## src/hdl/pidaw_pkg.sv

```systemverilog
// Shared types, codes and helpers for the anti-windup PID controller.
`default_nettype none
package pidaw_pkg;

  localparam int unsigned DW      = 32;
  localparam int unsigned ACC_W   = 48;
  localparam int unsigned QUOT_W  = 47;

  localparam logic [2:0] REG_GAIN_P   = 3'd0;
  localparam logic [2:0] REG_GAIN_I   = 3'd1;
  localparam logic [2:0] REG_GAIN_D   = 3'd2;
  localparam logic [2:0] REG_ILIM     = 3'd3;
  localparam logic [2:0] REG_OUT_MIN  = 3'd4;
  localparam logic [2:0] REG_OUT_MAX  = 3'd5;
  localparam logic [2:0] REG_SP_LIM   = 3'd6;
  localparam logic [2:0] REG_BLEND    = 3'd7;

  localparam logic [2:0] MUL_P  = 3'd0;
  localparam logic [2:0] MUL_D  = 3'd1;
  localparam logic [2:0] MUL_IL = 3'd2;
  localparam logic [2:0] MUL_IH = 3'd3;
  localparam logic [2:0] MUL_B1 = 3'd4;
  localparam logic [2:0] MUL_B2 = 3'd5;

  typedef struct packed {
    logic       ld_in;
    logic       ld_err;
    logic [2:0] mul_sel;
    logic       cap_p;
    logic       cap_d;
    logic       cap_ilo;
    logic       cap_ihi;
    logic       ld_i;
    logic       ld_sum;
    logic       ld_acc;
    logic       cap_b1;
    logic       cap_b2;
    logic       ld_blend;
    logic       ld_out;
  } pidaw_cmd_t;

  typedef struct packed {
    logic mode;
    logic div_done;
    logic blend_on;
  } pidaw_sts_t;

  function automatic logic signed [31:0] sat32(input logic signed [65:0] v);
    logic signed [31:0] r;
    if (v > 66'sh0_0000_0000_7FFF_FFFF) begin
      r = 32'sh7FFF_FFFF;
    end else if (v < -66'sh0_0000_0000_8000_0000) begin
      r = -32'sh8000_0000;
    end else begin
      r = v[31:0];
    end
    return r;
  endfunction

endpackage
`default_nettype wire

```

## src/hdl/pidaw_ctrl.sv

```systemverilog
// Sequencer for the PID step and the result handshake.
`default_nettype none
module pidaw_ctrl
  import pidaw_pkg::*;
(
  input  wire logic       clk,
  input  wire logic       rst_n,
  input  wire logic       in_valid,
  output logic            in_ready,
  output logic            out_valid,
  input  wire logic       out_ready,
  input  wire pidaw_sts_t sts,
  output pidaw_cmd_t      cmd
);

  localparam logic [3:0] S_IDLE  = 4'd0;
  localparam logic [3:0] S_ERR   = 4'd1;
  localparam logic [3:0] S_MP    = 4'd2;
  localparam logic [3:0] S_MD    = 4'd3;
  localparam logic [3:0] S_MIL   = 4'd4;
  localparam logic [3:0] S_MIH   = 4'd5;
  localparam logic [3:0] S_ITERM = 4'd6;
  localparam logic [3:0] S_ILIM  = 4'd7;
  localparam logic [3:0] S_SUM   = 4'd8;
  localparam logic [3:0] S_WDIV  = 4'd9;
  localparam logic [3:0] S_ACC   = 4'd10;
  localparam logic [3:0] S_B1    = 4'd11;
  localparam logic [3:0] S_B2    = 4'd12;
  localparam logic [3:0] S_B3    = 4'd13;
  localparam logic [3:0] S_BL    = 4'd14;
  localparam logic [3:0] S_DONE  = 4'd15;

  logic [3:0] state_r, state_nxt;
  logic       ovalid_r, ovalid_nxt;
  logic       out_free;

  assign in_ready  = (state_r == S_IDLE);
  assign out_valid = ovalid_r;
  assign out_free  = ~ovalid_r | out_ready;

  always_comb begin
    cmd        = '0;
    cmd.mul_sel = MUL_P;
    state_nxt  = state_r;
    ovalid_nxt = ovalid_r & ~out_ready;
    case (state_r)
      S_IDLE: begin
        if (in_valid) begin
          cmd.ld_in = 1'b1;
          state_nxt = S_ERR;
        end
      end
      S_ERR: begin
        if (sts.mode) begin
          state_nxt = S_DONE;
        end else begin
          cmd.ld_err = 1'b1;
          state_nxt  = S_MP;
        end
      end
      S_MP: begin
        cmd.mul_sel = MUL_P;
        state_nxt   = S_MD;
      end
      S_MD: begin
        cmd.cap_p   = 1'b1;
        cmd.mul_sel = MUL_D;
        state_nxt   = S_MIL;
      end
      S_MIL: begin
        cmd.cap_d   = 1'b1;
        cmd.mul_sel = MUL_IL;
        state_nxt   = S_MIH;
      end
      S_MIH: begin
        cmd.cap_ilo = 1'b1;
        cmd.mul_sel = MUL_IH;
        state_nxt   = S_ITERM;
      end
      S_ITERM: begin
        cmd.cap_ihi = 1'b1;
        state_nxt   = S_ILIM;
      end
      S_ILIM: begin
        cmd.ld_i  = 1'b1;
        state_nxt = S_SUM;
      end
      S_SUM: begin
        cmd.ld_sum = 1'b1;
        state_nxt  = S_WDIV;
      end
      S_WDIV: begin
        if (sts.div_done) begin
          state_nxt = S_ACC;
        end
      end
      S_ACC: begin
        cmd.ld_acc = 1'b1;
        state_nxt  = sts.blend_on ? S_B1 : S_DONE;
      end
      S_B1: begin
        cmd.mul_sel = MUL_B1;
        state_nxt   = S_B2;
      end
      S_B2: begin
        cmd.cap_b1  = 1'b1;
        cmd.mul_sel = MUL_B2;
        state_nxt   = S_B3;
      end
      S_B3: begin
        cmd.cap_b2 = 1'b1;
        state_nxt  = S_BL;
      end
      S_BL: begin
        cmd.ld_blend = 1'b1;
        state_nxt    = S_DONE;
      end
      S_DONE: begin
        if (out_free) begin
          cmd.ld_out = 1'b1;
          ovalid_nxt = 1'b1;
          state_nxt  = S_IDLE;
        end
      end
      default: begin
        state_nxt = S_IDLE;
      end
    endcase
  end

  always_ff @(posedge clk) begin
    if (!rst_n) begin
      state_r  <= S_IDLE;
      ovalid_r <= 1'b0;
    end else begin
      state_r  <= state_nxt;
      ovalid_r <= ovalid_nxt;
    end
  end

endmodule
`default_nettype wire

```

## config.mk

```make
export PLATFORM = sky130hd
export DESIGN_NAME = pidaw_ctrl
export DESIGN_NICKNAME = d
export VERILOG_FILES = /design/src/hdl/pidaw_pkg.sv /design/src/hdl/pidaw_ctrl.sv
export SDC_FILE = /design/constraint.sdc
export NUM_CORES = 1
export LEC_CHECK = 0
export ABC_AREA = 1
export ABC_CLOCK_PERIOD_IN_PS = 3100
export BUFFER_PORTS_ARGS = -buffer_cell sky130_fd_sc_hd__buf_2
export CORE_MARGIN = 4
export CORE_UTILIZATION = 44
export DETAILED_ROUTE_END_ITERATION = 16
export GPL_ROUTABILITY_DRIVEN = 0
export HOLD_SLACK_MARGIN = 0.06
export PLACE_DENSITY = 0.71
export SYNTH_ARGS = -nofsm -noshare
export SYNTH_HDL_FRONTEND = slang
export SYNTH_SLANG_ARGS = --single-unit
export TNS_END_PERCENT = 10
```

## constraint.sdc

```tcl
create_clock -name clk -period 3.1 [get_ports clk]
set_input_delay 0.62 -clock clk [delete_from_list [all_inputs] [get_ports clk]]
set_output_delay 0.62 -clock clk [all_outputs]
set_load 0.02 [all_outputs]
```

==> run_results.csv <==
group,metric,value,unit
synthesis,ys_seq_area_frac,0.1581,
synthesis,yosysWarnings,0,
synthesis,syn_nets,121,
place,port_buffers,24,
global_route,grt_util_met2,0.2637,
floorplanning,die_area,2110,µm²
timing,finalClockSkew,7.467,ps
drt,drc,0,
power_and_ir_drop,powerDensity,859.0,nW/µm²
clocking,hold_buffers,0,
layout,antennaDiodeCount,0,
global_route,grt_max_degree,11,
min_path,min-delay-path-class,"reg -> reg",
global_route,grt_pass1_wl,2463,µm
drt,wl_per_cell,9.727,µm
synthesis,synth_area_leader_cell,"dfxtp_1",
critical_path,crit_fanout,8,
global_route,grt_overflow,0,
timing,max_clock_freq,0.4721,GHz
critical_path,worstPathArrival,1500,ps
synthesis,netlist_area,633.1,µm²
global_route,grt_pass1_vias,608,
floorplanning,die_h,45.93,µm
synthesis,synth_area_leaders,"dfxtp_1 (16%), inv_1 (14%), nand2_1 (12%)",
power_and_ir_drop,internal-power,0.2920,mW
critical_path,crit_path_end_kind,"output pin",
floorplanning,core-area,1334,µm²
global_route,use_met1,0.1893,
power_and_ir_drop,share_seq_of_total_power,0.204,
outcome,status,"complete, no violations",
layout,finalNetCount,147,
run,drv_cap,0,
critical_path,r2r-start,"state_r[0]",
global_route,use_met3,0.07115,
critical_path,setup.worst_path.start,"state_r[0]",
critical_path,crit_chain,"inv_1 > ha_1 > nand3_1 > nand3_1 > buf_2",
synthesis,synth_commonest_cells,"inv_1 (23), nand2_1 (21), nor2_1 (15), nand3_1 (13), a21oi_1 (7)",
timing,finalCritPeriodShare,0.6833,
global_route,antenna_found_initial,0,
critical_path,crit_path_start_kind,"register",
floorplanning,rows,13,
power_and_ir_drop,comb_power_share,0.678,
clocking,cts_root_buf,"clkbuf_4",
critical_path,reg2regPathDepth,8,
floorplanning,dieWidth,45.93,µm
place,dp_hpwl,1211,µm
floorplanning,io_pins,25,
clocking,clk_pin_slew_worst_paths,40,ps
power_and_ir_drop,switching_share,0.5576,
drt,drt_iter0_drc,9,
layout,syn_to_final_growth,21.34,%
critical_path,worst_path_max_delay_cell,"ha_1",
floorplanning,initial_core_util,0.4747,
min_path,worstHoldStart,"state_r[1]",
synthesis,synth.top_cell.area_share,0.1581,
synthesis,ys_ff_latch,5,
synthesis,async_flop_share,0,
power_and_ir_drop,clkPwrFrac,0.117,
drt,vias_per_cell,4.787,
clocking,htreeDepth,1,
critical_path,ff2ff_setup_slack,1670,ps
clocking,clock_sinks,5,
timing,setup_violations,0,
synthesis,synth_most_common_cell,"inv_1",
synthesis,syn_area_per_cell,5.756,µm²
synthesis,synth-main-ff-cell,"dfxtp_1",
critical_path,crit_type,"reg -> out",
drt,dr.pass1.iters,4,
global_route,grt_use_total,0.1600,
clocking,clock_path_buffers,2,
clocking,cts_tree,"done",
critical_path,cp.required,2480,ps
timing,setup_tns,0,ps
drt,drt-total-wl,1459,µm
timing,worst_slew_pin_slew,558.0,ps
global_route,busiest_layer,"met2",
timing,slew_viol_final,0,
power_and_ir_drop,peakVddDrop,0.0004323,V
timing,finalHoldViolations,0,
timing,grt_setup_unrepaired,"false",
timing,relSlewSlack,0.6275,
clocking,worst_skew_pair.late_latency,250,ps
layout,drive_above_1_share,0.2963,
synthesis,synth-edff-count,0,
drt,ant_nets,0,
critical_path,slowest_delay,350,ps
power_and_ir_drop,p_sw,0.3679,mW
synthesis,ys_types,21,
clocking,cts_buffers,3,
clocking,postCtsSetupRepairBufs,0,
power_and_ir_drop,p_total,0.6599,mW
power_and_ir_drop,p_leak,0.5711,nW
critical_path,crit_top_cell,"nand3_1",
synthesis,synthCells,110,
min_path,min_path_cells,2,
clocking,ctsResizeCount,0,
drt,num_vias,718,
timing,post-route-min-period,2118,ps
cell type report:
cell class,instances,area (µm²)
Clock buffer,4,26.28
Sequential cell,5,100.1
Timing Repair Buffer,24,120.1
Multi-Input combinational cell,74,394.1
Inverter,28,108.9
Fill cell,152,565.5
Tap cell,15,18.77
through the flow:
stage	worst slack (ps)	utilization	cell area [µm²]	hold WS (ps)	cells
2_1_floorplan	1207	-	633.1	490.4	110
3_5_place_dp	1226	0.5563	742.0	524.8	146
6_report	981.9	0.5760	768.2	525.9	150
3_3_place_gp	1266	0.5563	742.0	516.5	146
5_1_grt	844.0	0.5760	768.2	557.7	150
4_1_cts	968.5	0.5760	768.2	530.8	150
layer usage:
metal | vias up | routed length (µm)
li1 | 383 | -
met5 | - | 0
met1 | 315 | 619
met3 | 0 | 117
met2 | 20 | 722
met4 | 0 | 0
cell usage in the layout (no fill, tap or decap), types with 2 or more instances in the layout:
cell | netlist | final
inv_1 | 23 | 23
a21oi_1 | 7 | 7
clkbuf_4 | 0 | 3
dfxtp_1 | 5 | 5
nor2_1 | 15 | 15
buf_2 | 0 | 24
ha_1 | 4 | 4
nand3_2 | 2 | 2
inv_2 | 3 | 3
nand3_1 | 13 | 13
nand2_1 | 21 | 21
nand2_2 | 2 | 2
o21ai_0 | 4 | 4
flip-flops by register name (all words and copies together), names as in the netlist:
name       cells
state_r        4
out_valid      1
worst paths after layout:
check,end
worst max-delay path,cmd[11]
worst min-delay path,state_r[1]
worst max register to register,state_r[2]
worst min register to register,state_r[1]
cells by family (layout without fill, tap and decap cells):
kind of cell	Yosys count	in the layout	synth area share
AND/OR/NAND/NOR	57	57	0.4348
flip-flops	5	5	0.1581
buffers and inverters	31	56	0.2194
AO/OA/AOI/OAI	13	13	0.1087
adder cells (fa/ha/maj)	4	4	0.07905
worst max-delay path: cells and delay by family, from the launching register on:
| family | cells | cell delay [ps] |
|---|---|---|
| fa+ha+maj | 1 | 350 |
| buf+inv | 2 | 270 |
| flops | 1 | 320 |
| simple gates | 2 | 320 |
power groups by stage:
stage | Combinational (mW) | Clock [mW] | Sequential (mW)
after floorplan | 0.400 | 0 | 0.0976
after global placement | 0.443 | 0 | 0.134
after detailed placement | 0.450 | 0 | 0.135
after CTS | 0.450 | 0.0803 | 0.134
after global routing | 0.513 | 0.0859 | 0.139
final | 0.448 | 0.0775 | 0.135
No activity file was read; power rests on OpenSTA's default activity.
